===== config.mk =====
export PLATFORM = sky130hd
export DESIGN_NAME = video_register_port_scroll_unit
export DESIGN_NICKNAME = d
export VERILOG_FILES = /design/src/rtl/vrpsu_pkg.sv /design/src/rtl/video_register_port_scroll_unit.sv
export SDC_FILE = /design/constraint.sdc
export NUM_CORES = 2
export LEC_CHECK = 0
export BUFFER_PORTS_ARGS = -buffer_cell sky130_fd_sc_hd__buf_2
export CAP_MARGIN = 20
export CORE_MARGIN = 10
export CORE_UTILIZATION = 52
export DETAILED_ROUTE_END_ITERATION = 6
export PLACE_DENSITY = 0.67
export RECOVER_POWER = 50
export REMOVE_ABC_BUFFERS = 1
export SETUP_SLACK_MARGIN = 0.02
export SLEW_MARGIN = 0
export SYNTH_ARGS = -nofsm -noshare
export SYNTH_HDL_FRONTEND = slang
export SYNTH_SLANG_ARGS = --single-unit

===== constraint.sdc =====
create_clock -name aclk -period 5.5 [get_ports aclk]
set_input_delay 1.1 -clock aclk [delete_from_list [all_inputs] [get_ports aclk]]
set_output_delay 1.1 -clock aclk [all_outputs]
set_load 0.1 [all_outputs]

===== src/rtl/vrpsu_pkg.sv =====
// Package of the video register port and scroll unit: action codes,
// register numbers and fixed constants. No dependencies.
`default_nettype none

package vrpsu_pkg;

    // Step actions.
    localparam logic [2:0] ACT_READ       = 3'd0;
    localparam logic [2:0] ACT_WRITE      = 3'd1;
    localparam logic [2:0] ACT_INC_X      = 3'd2;
    localparam logic [2:0] ACT_INC_Y      = 3'd3;
    localparam logic [2:0] ACT_COPY_X     = 3'd4;
    localparam logic [2:0] ACT_COPY_Y     = 3'd5;
    localparam logic [2:0] ACT_SET_STAT   = 3'd6;
    localparam logic [2:0] ACT_CLEAR_STAT = 3'd7;

    // Processor-visible register numbers.
    localparam logic [2:0] REG_CONTROL   = 3'd0;
    localparam logic [2:0] REG_MASK      = 3'd1;
    localparam logic [2:0] REG_STATUS    = 3'd2;
    localparam logic [2:0] REG_ATTR_ADDR = 3'd3;
    localparam logic [2:0] REG_ATTR_DATA = 3'd4;
    localparam logic [2:0] REG_SCROLL    = 3'd5;
    localparam logic [2:0] REG_ADDRESS   = 3'd6;
    localparam logic [2:0] REG_DATA      = 3'd7;

    // Start of the palette region in the 14-bit memory map.
    localparam logic [13:0] PALETTE_BASE = 14'h3F00;

    // Coarse Y rows: the last visible row and the last encodable row.
    localparam logic [4:0] COARSE_Y_LAST_ROW = 5'd29;
    localparam logic [4:0] COARSE_MAX        = 5'd31;
    localparam logic [2:0] FINE_Y_MAX        = 3'd7;

    localparam logic [14:0] ADDR_STEP_ROW  = 15'd32;
    localparam logic [14:0] ADDR_STEP_BYTE = 15'd1;

endpackage

`default_nettype wire


===== src/rtl/video_register_port_scroll_unit.sv =====
// Video register port and scroll unit: processor register file, loopy
// scroll/address registers and sprite attribute store. Uses vrpsu_pkg.
//
// Usage: one input channel (s_) carries a step: a processor read or write of
// one of eight registers, or a render-timing event (increment X/Y, copy X/Y,
// set or clear status flags). The result channel (m_) carries exactly one
// result per step: read data, the memory address and strobes of a data-port
// access, the NMI pulse, and the current address and fine X after the step.
// The result is registered: a step transferred in one cycle shows its result
// in the next. Throughput is one step per cycle; the only state that limits it
// is the single output register, which is refilled in the same cycle that
// its result is transferred. When the receiver stalls, the output register
// holds and s_ready falls until the result is taken.
// The 256-byte attribute store is a memory read every cycle at the next
// attribute pointer, so its registered data is ready when a read arrives.
// Reset (synchronous, active low) clears the state registers, not the output
// data, and the 256 per-entry valid bits at once; an unwritten attribute entry
// reads as zero. No clearing pass runs, so a step can be accepted right away.
`default_nettype none

module video_register_port_scroll_unit (
    input  wire logic        aclk,
    input  wire logic        aresetn,
    input  wire logic        s_valid,
    output logic             s_ready,
    input  wire logic [2:0]  s_action,
    input  wire logic [2:0]  s_reg_index,
    input  wire logic [7:0]  s_write_data,
    input  wire logic [7:0]  s_mem_byte,
    input  wire logic [2:0]  s_status_bits,
    output logic             m_valid,
    input  wire logic        m_ready,
    output logic [7:0]       m_read_data,
    output logic [13:0]      m_mem_addr,
    output logic             m_mem_write,
    output logic             m_mem_read,
    output logic             m_nmi_pulse,
    output logic [14:0]      m_cur_addr,
    output logic [2:0]       m_fine_scroll_x
);

    // Architectural state.
    logic [7:0]  control_reg, control_next;
    logic [7:0]  mask_reg, mask_next;
    logic [2:0]  status_reg, status_next;
    logic [7:0]  read_buffer_reg, read_buffer_next;
    logic        toggle_reg, toggle_next;
    logic [14:0] temp_addr_reg, temp_addr_next;
    logic [14:0] cur_addr_reg, cur_addr_next;
    logic [2:0]  fine_x_reg, fine_x_next;
    logic [7:0]  attr_ptr_reg, attr_ptr_next;

    // Attribute store and its per-entry valid bits.
    logic [7:0]   attr_mem [256];
    logic [255:0] attr_valid_reg;
    logic [7:0]   attr_rd_reg;
    logic         attr_rd_valid_reg;
    logic         attr_we;

    // Output register.
    logic        out_valid_reg;
    logic [7:0]  read_data_reg, read_data_next;
    logic [13:0] mem_addr_reg, mem_addr_next;
    logic        mem_write_reg, mem_write_next;
    logic        mem_read_reg, mem_read_next;
    logic        nmi_reg, nmi_next;

    logic        accept;
    logic        rendering;
    logic [14:0] addr_step;
    logic [4:0]  coarse_y;

    assign s_ready   = !out_valid_reg || m_ready;
    assign accept    = s_valid && s_ready;
    assign rendering = mask_reg[3] || mask_reg[4];
    assign addr_step = control_reg[2] ? vrpsu_pkg::ADDR_STEP_ROW : vrpsu_pkg::ADDR_STEP_BYTE;
    assign coarse_y  = cur_addr_reg[9:5];

    always_comb begin
        control_next     = control_reg;
        mask_next        = mask_reg;
        status_next      = status_reg;
        read_buffer_next = read_buffer_reg;
        toggle_next      = toggle_reg;
        temp_addr_next   = temp_addr_reg;
        cur_addr_next    = cur_addr_reg;
        fine_x_next      = fine_x_reg;
        attr_ptr_next    = attr_ptr_reg;
        attr_we          = 1'b0;
        read_data_next   = 8'd0;
        mem_addr_next    = 14'd0;
        mem_write_next   = 1'b0;
        mem_read_next    = 1'b0;
        nmi_next         = 1'b0;

        if (accept) begin
            case (s_action)
                vrpsu_pkg::ACT_READ: begin
                    case (s_reg_index)
                        vrpsu_pkg::REG_STATUS: begin
                            read_data_next = {status_reg, read_buffer_reg[4:0]};
                            status_next    = {1'b0, status_reg[1:0]};
                            toggle_next    = 1'b0;
                        end
                        vrpsu_pkg::REG_ATTR_DATA: begin
                            read_data_next = attr_rd_valid_reg ? attr_rd_reg : 8'd0;
                        end
                        vrpsu_pkg::REG_DATA: begin
                            mem_addr_next    = cur_addr_reg[13:0];
                            mem_read_next    = 1'b1;
                            // Palette reads bypass the delayed buffer.
                            read_data_next   = (cur_addr_reg[13:0] >= vrpsu_pkg::PALETTE_BASE)
                                               ? s_mem_byte : read_buffer_reg;
                            read_buffer_next = s_mem_byte;
                            cur_addr_next    = cur_addr_reg + addr_step;
                        end
                        default: begin
                        end
                    endcase
                end
                vrpsu_pkg::ACT_WRITE: begin
                    case (s_reg_index)
                        vrpsu_pkg::REG_CONTROL: begin
                            control_next          = s_write_data;
                            temp_addr_next[11:10] = s_write_data[1:0];
                        end
                        vrpsu_pkg::REG_MASK: begin
                            mask_next = s_write_data;
                        end
                        vrpsu_pkg::REG_ATTR_ADDR: begin
                            attr_ptr_next = s_write_data;
                        end
                        vrpsu_pkg::REG_ATTR_DATA: begin
                            attr_we       = 1'b1;
                            attr_ptr_next = attr_ptr_reg + 8'd1;
                        end
                        vrpsu_pkg::REG_SCROLL: begin
                            if (!toggle_reg) begin
                                fine_x_next         = s_write_data[2:0];
                                temp_addr_next[4:0] = s_write_data[7:3];
                            end else begin
                                temp_addr_next[14:12] = s_write_data[2:0];
                                temp_addr_next[9:5]   = s_write_data[7:3];
                            end
                            toggle_next = !toggle_reg;
                        end
                        vrpsu_pkg::REG_ADDRESS: begin
                            if (!toggle_reg) begin
                                temp_addr_next[14]   = 1'b0;
                                temp_addr_next[13:8] = s_write_data[5:0];
                            end else begin
                                temp_addr_next[7:0] = s_write_data;
                                cur_addr_next       = {temp_addr_reg[14:8], s_write_data};
                            end
                            toggle_next = !toggle_reg;
                        end
                        vrpsu_pkg::REG_DATA: begin
                            mem_addr_next  = cur_addr_reg[13:0];
                            mem_write_next = 1'b1;
                            cur_addr_next  = cur_addr_reg + addr_step;
                        end
                        default: begin
                        end
                    endcase
                end
                vrpsu_pkg::ACT_INC_X: begin
                    if (rendering) begin
                        if (cur_addr_reg[4:0] == vrpsu_pkg::COARSE_MAX) begin
                            cur_addr_next[4:0] = 5'd0;
                            cur_addr_next[10]  = !cur_addr_reg[10];
                        end else begin
                            cur_addr_next[4:0] = cur_addr_reg[4:0] + 5'd1;
                        end
                    end
                end
                vrpsu_pkg::ACT_INC_Y: begin
                    if (rendering) begin
                        if (cur_addr_reg[14:12] != vrpsu_pkg::FINE_Y_MAX) begin
                            cur_addr_next[14:12] = cur_addr_reg[14:12] + 3'd1;
                        end else begin
                            cur_addr_next[14:12] = 3'd0;
                            // The last visible row wraps to the next nametable;
                            // the attribute rows wrap in place.
                            if (coarse_y == vrpsu_pkg::COARSE_Y_LAST_ROW) begin
                                cur_addr_next[9:5] = 5'd0;
                                cur_addr_next[11]  = !cur_addr_reg[11];
                            end else if (coarse_y == vrpsu_pkg::COARSE_MAX) begin
                                cur_addr_next[9:5] = 5'd0;
                            end else begin
                                cur_addr_next[9:5] = coarse_y + 5'd1;
                            end
                        end
                    end
                end
                vrpsu_pkg::ACT_COPY_X: begin
                    if (rendering) begin
                        cur_addr_next[10]  = temp_addr_reg[10];
                        cur_addr_next[4:0] = temp_addr_reg[4:0];
                    end
                end
                vrpsu_pkg::ACT_COPY_Y: begin
                    if (rendering) begin
                        cur_addr_next[14:11] = temp_addr_reg[14:11];
                        cur_addr_next[9:5]   = temp_addr_reg[9:5];
                    end
                end
                vrpsu_pkg::ACT_SET_STAT: begin
                    status_next = status_reg | s_status_bits;
                    nmi_next    = s_status_bits[2] && control_reg[7];
                end
                vrpsu_pkg::ACT_CLEAR_STAT: begin
                    status_next = status_reg & ~s_status_bits;
                end
                default: begin
                end
            endcase
        end
    end

    always_ff @(posedge aclk) begin
        if (!aresetn) begin
            control_reg       <= 8'd0;
            mask_reg          <= 8'd0;
            status_reg        <= 3'd0;
            read_buffer_reg   <= 8'd0;
            toggle_reg        <= 1'b0;
            temp_addr_reg     <= 15'd0;
            cur_addr_reg      <= 15'd0;
            fine_x_reg        <= 3'd0;
            attr_ptr_reg      <= 8'd0;
            attr_valid_reg    <= '0;
            attr_rd_valid_reg <= 1'b0;
            out_valid_reg     <= 1'b0;
        end else begin
            control_reg     <= control_next;
            mask_reg        <= mask_next;
            status_reg      <= status_next;
            read_buffer_reg <= read_buffer_next;
            toggle_reg      <= toggle_next;
            temp_addr_reg   <= temp_addr_next;
            cur_addr_reg    <= cur_addr_next;
            fine_x_reg      <= fine_x_next;
            attr_ptr_reg    <= attr_ptr_next;
            if (attr_we) begin
                attr_valid_reg[attr_ptr_reg] <= 1'b1;
            end
            // A write always moves the pointer, so the entry read here is never
            // the one written in the same cycle.
            attr_rd_valid_reg <= attr_valid_reg[attr_ptr_next];
            if (accept) begin
                out_valid_reg <= 1'b1;
            end else if (m_ready) begin
                out_valid_reg <= 1'b0;
            end
        end
    end

    always_ff @(posedge aclk) begin
        if (attr_we) begin
            attr_mem[attr_ptr_reg] <= s_write_data;
        end
        attr_rd_reg <= attr_mem[attr_ptr_next];
    end

    always_ff @(posedge aclk) begin
        if (accept) begin
            read_data_reg <= read_data_next;
            mem_addr_reg  <= mem_addr_next;
            mem_write_reg <= mem_write_next;
            mem_read_reg  <= mem_read_next;
            nmi_reg       <= nmi_next;
        end
    end

    assign m_valid         = out_valid_reg;
    assign m_read_data     = read_data_reg;
    assign m_mem_addr      = mem_addr_reg;
    assign m_mem_write     = mem_write_reg;
    assign m_mem_read      = mem_read_reg;
    assign m_nmi_pulse     = nmi_reg;
    assign m_cur_addr      = cur_addr_reg;
    assign m_fine_scroll_x = fine_x_reg;

endmodule

`default_nettype wire


After elaboration in Yosys (flattened, before gate mapping)
Memories as Yosys holds them, arrays and structs flattened. A register that Yosys moved wholly into a read port is not among the register bits.
Cells that the tools add are included.
Word-level totals
  bits of input ports: 29
  RAM bits: 2048
  memories kept: 1
  register bits after elaboration: 349
Memory list
  attr_mem: depth 256, width 8, rd ports 1, clocked after Yosys merged registers in 1, wr ports 1, RTL line video_register_port_scroll_unit.sv:54  | logic [7:0] attr_mem [256];
Operators by class
  reductions and logical operators: 38
  add/subtract/negate cells: 5
  muxes and demuxes: 55
  bitwise gates (word level): 6
  equality and inequality tests: 34
  $lt $le $gt $ge: 4
Operators with widths (count)
  bitwise OR 256 bit: 1
  2-to-1 mux 5 bit: 10
  2-to-1 mux 8 bit: 5
  one-hot mux 5 bit (4 select lines): 2
  2-to-1 mux 15 bit: 2
  one-hot mux 15 bit (2 select lines): 1
  == test 3 bit (second input constant): 8
  != test 2 bit (second input constant): 12
  one-hot mux 8 bit (3 select lines): 1
  one-hot mux 10 bit (2 select lines): 1
  less-than comparator 8 x 9 -> 1 bit (second input constant): 2
  2-to-1 mux 1 bit: 17
  one-hot mux 4 bit (4 select lines): 1
  one-hot mux 8 bit (2 select lines): 1
  AND reduction 8 bit: 2
  adder 15 x 6 -> 15 bit: 1
  == test 5 bit (second input constant): 3
  AND reduction 3 bit: 5
  AND reduction 5 bit: 3
  >= comparator 14 bit (second input constant): 1
  AND reduction 7 bit: 2
  == test 3 x 2 -> 1 bit (second input constant): 4
  AND reduction 4 bit: 3
  adder 5 x 1 -> 5 bit (second input constant): 2
  32 further kinds: 52

Logic depth before layout (Yosys ltp)
  depth after elaboration: 6
  gate-level depth with buffers: 17
  mapped depth without buffers: 12

Worst setup path after synthesis
No wires, ideal clock.
  path kind: input to register
  start point: input m_ready
  end point: register attr_rd_reg[3], read port of attr_mem
  data required time: 5.375 ns
  data arrival time: 4.656 ns
  path slack: 0.719 ns
  path buffers: 3
  cell stages on the path: 12
  cell sequence: and2b_1 -> inv_1 -> o2111ai_1 -> a21oi_2 -> buf_6 -> buf_2 -> buf_1 -> nand3_1 -> a311o_1 -> a311o_1 -> nor4_1 -> nor4_1
On the way
  cells in the longest elaborated chain, start to end: 3
RTL lines
  start, declared: RTL line video_register_port_scroll_unit.sv:32  | input wire logic m_ready,
  logical OR 1 bit: RTL line video_register_port_scroll_unit.sv:73  | assign s_ready = !out_valid_reg || m_ready;
  via s_ready: RTL line video_register_port_scroll_unit.sv:25  | output logic s_ready,
  logical AND 1 bit: RTL line video_register_port_scroll_unit.sv:74  | assign accept = s_valid && s_ready;
  2-to-1 mux 8 bit: RTL line video_register_port_scroll_unit.sv:96  | if (accept) begin
  end, declared: RTL line video_register_port_scroll_unit.sv:56  | logic [7:0] attr_rd_reg;
The timed path passes the listed nets, and every way through them passes these cells.
A chain may end at the register's enable or synchronous reset.

Worst setup path after layout
  start point: register attr_ptr_reg[1]
  end point: register attr_rd_reg[4], read port of attr_mem
On the way
  cells in the longest elaborated chain, start to end: 4
RTL lines
  start, declared: RTL line video_register_port_scroll_unit.sv:51  | logic [7:0] attr_ptr_reg, attr_ptr_next;
  start signal, assigned: RTL line video_register_port_scroll_unit.sv:243  | attr_ptr_reg <= attr_ptr_next;
  adder 8 x 1 -> 8 bit: RTL line video_register_port_scroll_unit.sv:135  | attr_ptr_next = attr_ptr_reg + 8'd1;
  one-hot mux 8 bit (2 select lines): RTL line video_register_port_scroll_unit.sv:122  | case (s_reg_index)
  2-to-1 mux 8 bit: RTL line video_register_port_scroll_unit.sv:97  | case (s_action)
  2-to-1 mux 8 bit (*): RTL line video_register_port_scroll_unit.sv:96
Every way passes the cells marked *; elsewhere a longest branch is shown, timed or not.

==> flow_summary.ini <==
[timing]
setup_ws_ns = 0.0107
skew_ns = 0.0389
maxSlewViolCount = 1451
setup_viol = 0
setup_tns_ns = 0
rsz0062_at_grt = no
max_slew_margin = -1.55
period_share = 0.998
post-route-min-period_ns = 5.49
hold_viol_final = 0
worstMarginPinSlew_ns = 3.82
fmax_mhz = 182

[clocking]
path_clk_slew_ns = 0.06
cts_tree = built
cts_resized = 0
clk_path_buf_depth = 3
postCtsSetupBuffers = 0
cts_hold_buffers = 0
htree_levels = 4
cts_buffers = 236
clockRootBuffer = clkbuf_16
clk_latency_ns = 0.91
clock_sinks = 2396

[yosys]
synth_flop_cell = edfxtp_1
yosysMostFrequentCell = edfxtp_1
synthArstFlopShare = 0
synth_largest_area_cell = edfxtp_1
synth_area_per_cell_um2 = 12.5
synth_top_area_share = 0.645
ys_top_cells_by_count = edfxtp_1, nand2_1, nand3_1, nor2_1, dfxtp_1
ys_warn_count = 0
yosys_register_bits = 2396
syn_inst = 7692
synth-edff-count = 2073
ys_types = 87
syn_area_um2 = 96500
seq_area_frac_synth = 0.712
synth_area_leaders = edfxtp_1, dfxtp_1, nand2_1

[global_route]
grt_pass1_wl_um = 461000
grt.total_usage = 0.309
grt_pass1_vias = 63459
antenna_found_initial = 19
grt_max_degree = 121
grt_overflow = 0

[drt]
ant_nets = 0
vias_per_cell = 6.38
first_iter_violations = 11156
dr_total_vias = 68276
wire_per_inst_um = 30.2
wirelength_um = 323000
drtPass1Iterations = 7
drc_errors = 7

[status]
violations = DRC, capacitance limit, slew limit
status = finished, violations left

[place]
post-place-ws_ns = -0.484
dp_hpwl_um = 208000
place_area_um2 = 102000
gp_congestion = 0.993
portBuffers = 73

[power_and_ir_drop]
swShare = 0.213
power_frac_clock = 0.442
power.density_nw_per_um2 = 338
finalPower_mw = 37.2
ir_drop_uv = 281
power_switching_mw = 7.92
seqPwrFrac = 0.532
comb_power_share = 0.026
power.leakage_nw = 37.9
p_int_mw = 29.2

[run]
cap_violations = 23

[setup_path]
cp.arrival_ns = 6.23
max_stage_delay_ns = 0.74
start_kind = flop
crit_slowest_cell = a2111oi_4
path_cells = inv_1 -> ha_1 -> nand4bb_1 -> a2111oi_4 -> a21o_4 -> buf_12 -> mux4_2 -> and4_1 -> a31oi_1 -> o2111ai_1 -> or3_1 -> o32ai_1 -> a211oi_1
path_class = flop to flop
required_ns = 6.24
crit_fanout = 59
worstSetupEndpointType = flop

[final_layout]
largest_reg_flops = 2048
nets = 8028
area_growth_syn_to_layout_pct = 14.0
drive_above_1_share = 0.122
stdcell_area_um2 = 110000

[floorplan]
dieWidth_um = 451
core_area_um2 = 185000
start_util = 0.521
die_h_um = 451
fp-row-count = 158
die_area_um2 = 203000
io_pins = 74

[min_path]
min_path_type = primary input to flop
[path summary, 6_finish.rpt]
| check | start | to | slack [ns] | cells after the start |
|---|---|---|---|---|
| min | s_status_bits[0] | status_reg[0] | 0.45 | 2 |
| max | attr_ptr_reg[1] | attr_rd_reg[4] | 0.01 | 13 |
| min reg2reg | attr_valid_reg[90] | attr_valid_reg[90] | 0.47 | 2 |
| max reg2reg | attr_ptr_reg[1] | attr_rd_reg[4] | 0.01 | 13 |
[stage by stage]
step | std cells | utilization | hold slack, ns
final | 10694 | 0.594 | 0.451
after global routing | 10680 | 0.594 | 0.427
after CTS | 10667 | 0.595 | 0.396
after detailed placement | 10214 | 0.552 | 0.454
after global placement | 10203 | 0.552 | 0.444
after floorplan | 7187 | - | 0.435
[kinds of logic after synthesis]
| family | share of synthesized area |
|---|---|
| compound gates | 0.0506 |
| xor+xnor | 0.000454 |
| fa+ha+maj | 0.00195 |
| buf+inv | 0.0264 |
| flops | 0.712 |
| mux | 0.0404 |
| simple gates | 0.168 |
[power groups by stage]
stage / Combinational [mW] / Sequential (mW) / Clock [mW]
6_report: 0.955 / 19.8 / 16.4
3_5_place_dp: 0.945 / 20.1 / 0
2_1_floorplan: 0.437 / 20.2 / 0
3_3_place_gp: 0.933 / 20.1 / 0
5_1_grt: 0.988 / 19.8 / 17.2
4_1_cts: 0.948 / 19.7 / 16.5
[routing by layer]
layer / track usage / wire [µm] / vias to the layer above
met3: 0.0842 / 41000 / 914
met4: 0.170 / 20800 / 14
met5: 0 / 90 / -
li1: - / - / 28759
met1: 0.418 / 120000 / 33804
met2: 0.453 / 142000 / 4785
[cells in the final DEF, fill, tap and decap left out, types with 20 or more instances in the layout]
cell type  count
o21ai_0       58
buf_2         21
nor2_1       896
and3_1       113
clkinv_1      34
inv_1         44
clkbuf_16    240
buf_4        365
bufinv_16     20
a311oi_1     106
a32oi_1       23
mux4_2       102
a22oi_1       32
nand4_1       45
nor3_1        27
nor4_1        21
a21oi_1      132
a31oi_1       68
clkbuf_8      24
nand2_1     1671
a211oi_1     112
mux2i_1      145
buf_12        62
nand3_1      904
clkinv_2      50
clkbuf_1     141
edfxtp_1    2073
dfxtp_1      322
[layout make-up]
type	instances	area (µm²)
Fill cell	14427	75100
Sequential cell	2396	68700
Multi-Input combinational cell	4746	25400
Clock buffer	317	6540
Timing Repair Buffer	559	4640
Tap cell	2480	3100
Clock inverter	136	1400
Inverter	45	173
Antenna cell	15	37.5
[worst max-delay path, delay by kind of cell, from the launching register on]
| family | cells | cell delay, ns |
|---|---|---|
| AO/OA/AOI/OAI | 6 | 2.30 |
| flip-flops | 1 | 0.68 |
| multiplexers | 1 | 0.37 |
| AND/OR/NAND/NOR | 3 | 1.03 |
| adder cells (fa/ha/maj) | 1 | 0.34 |
| buffers and inverters | 2 | 0.53 |
Power figures use the tool's default switching activity.
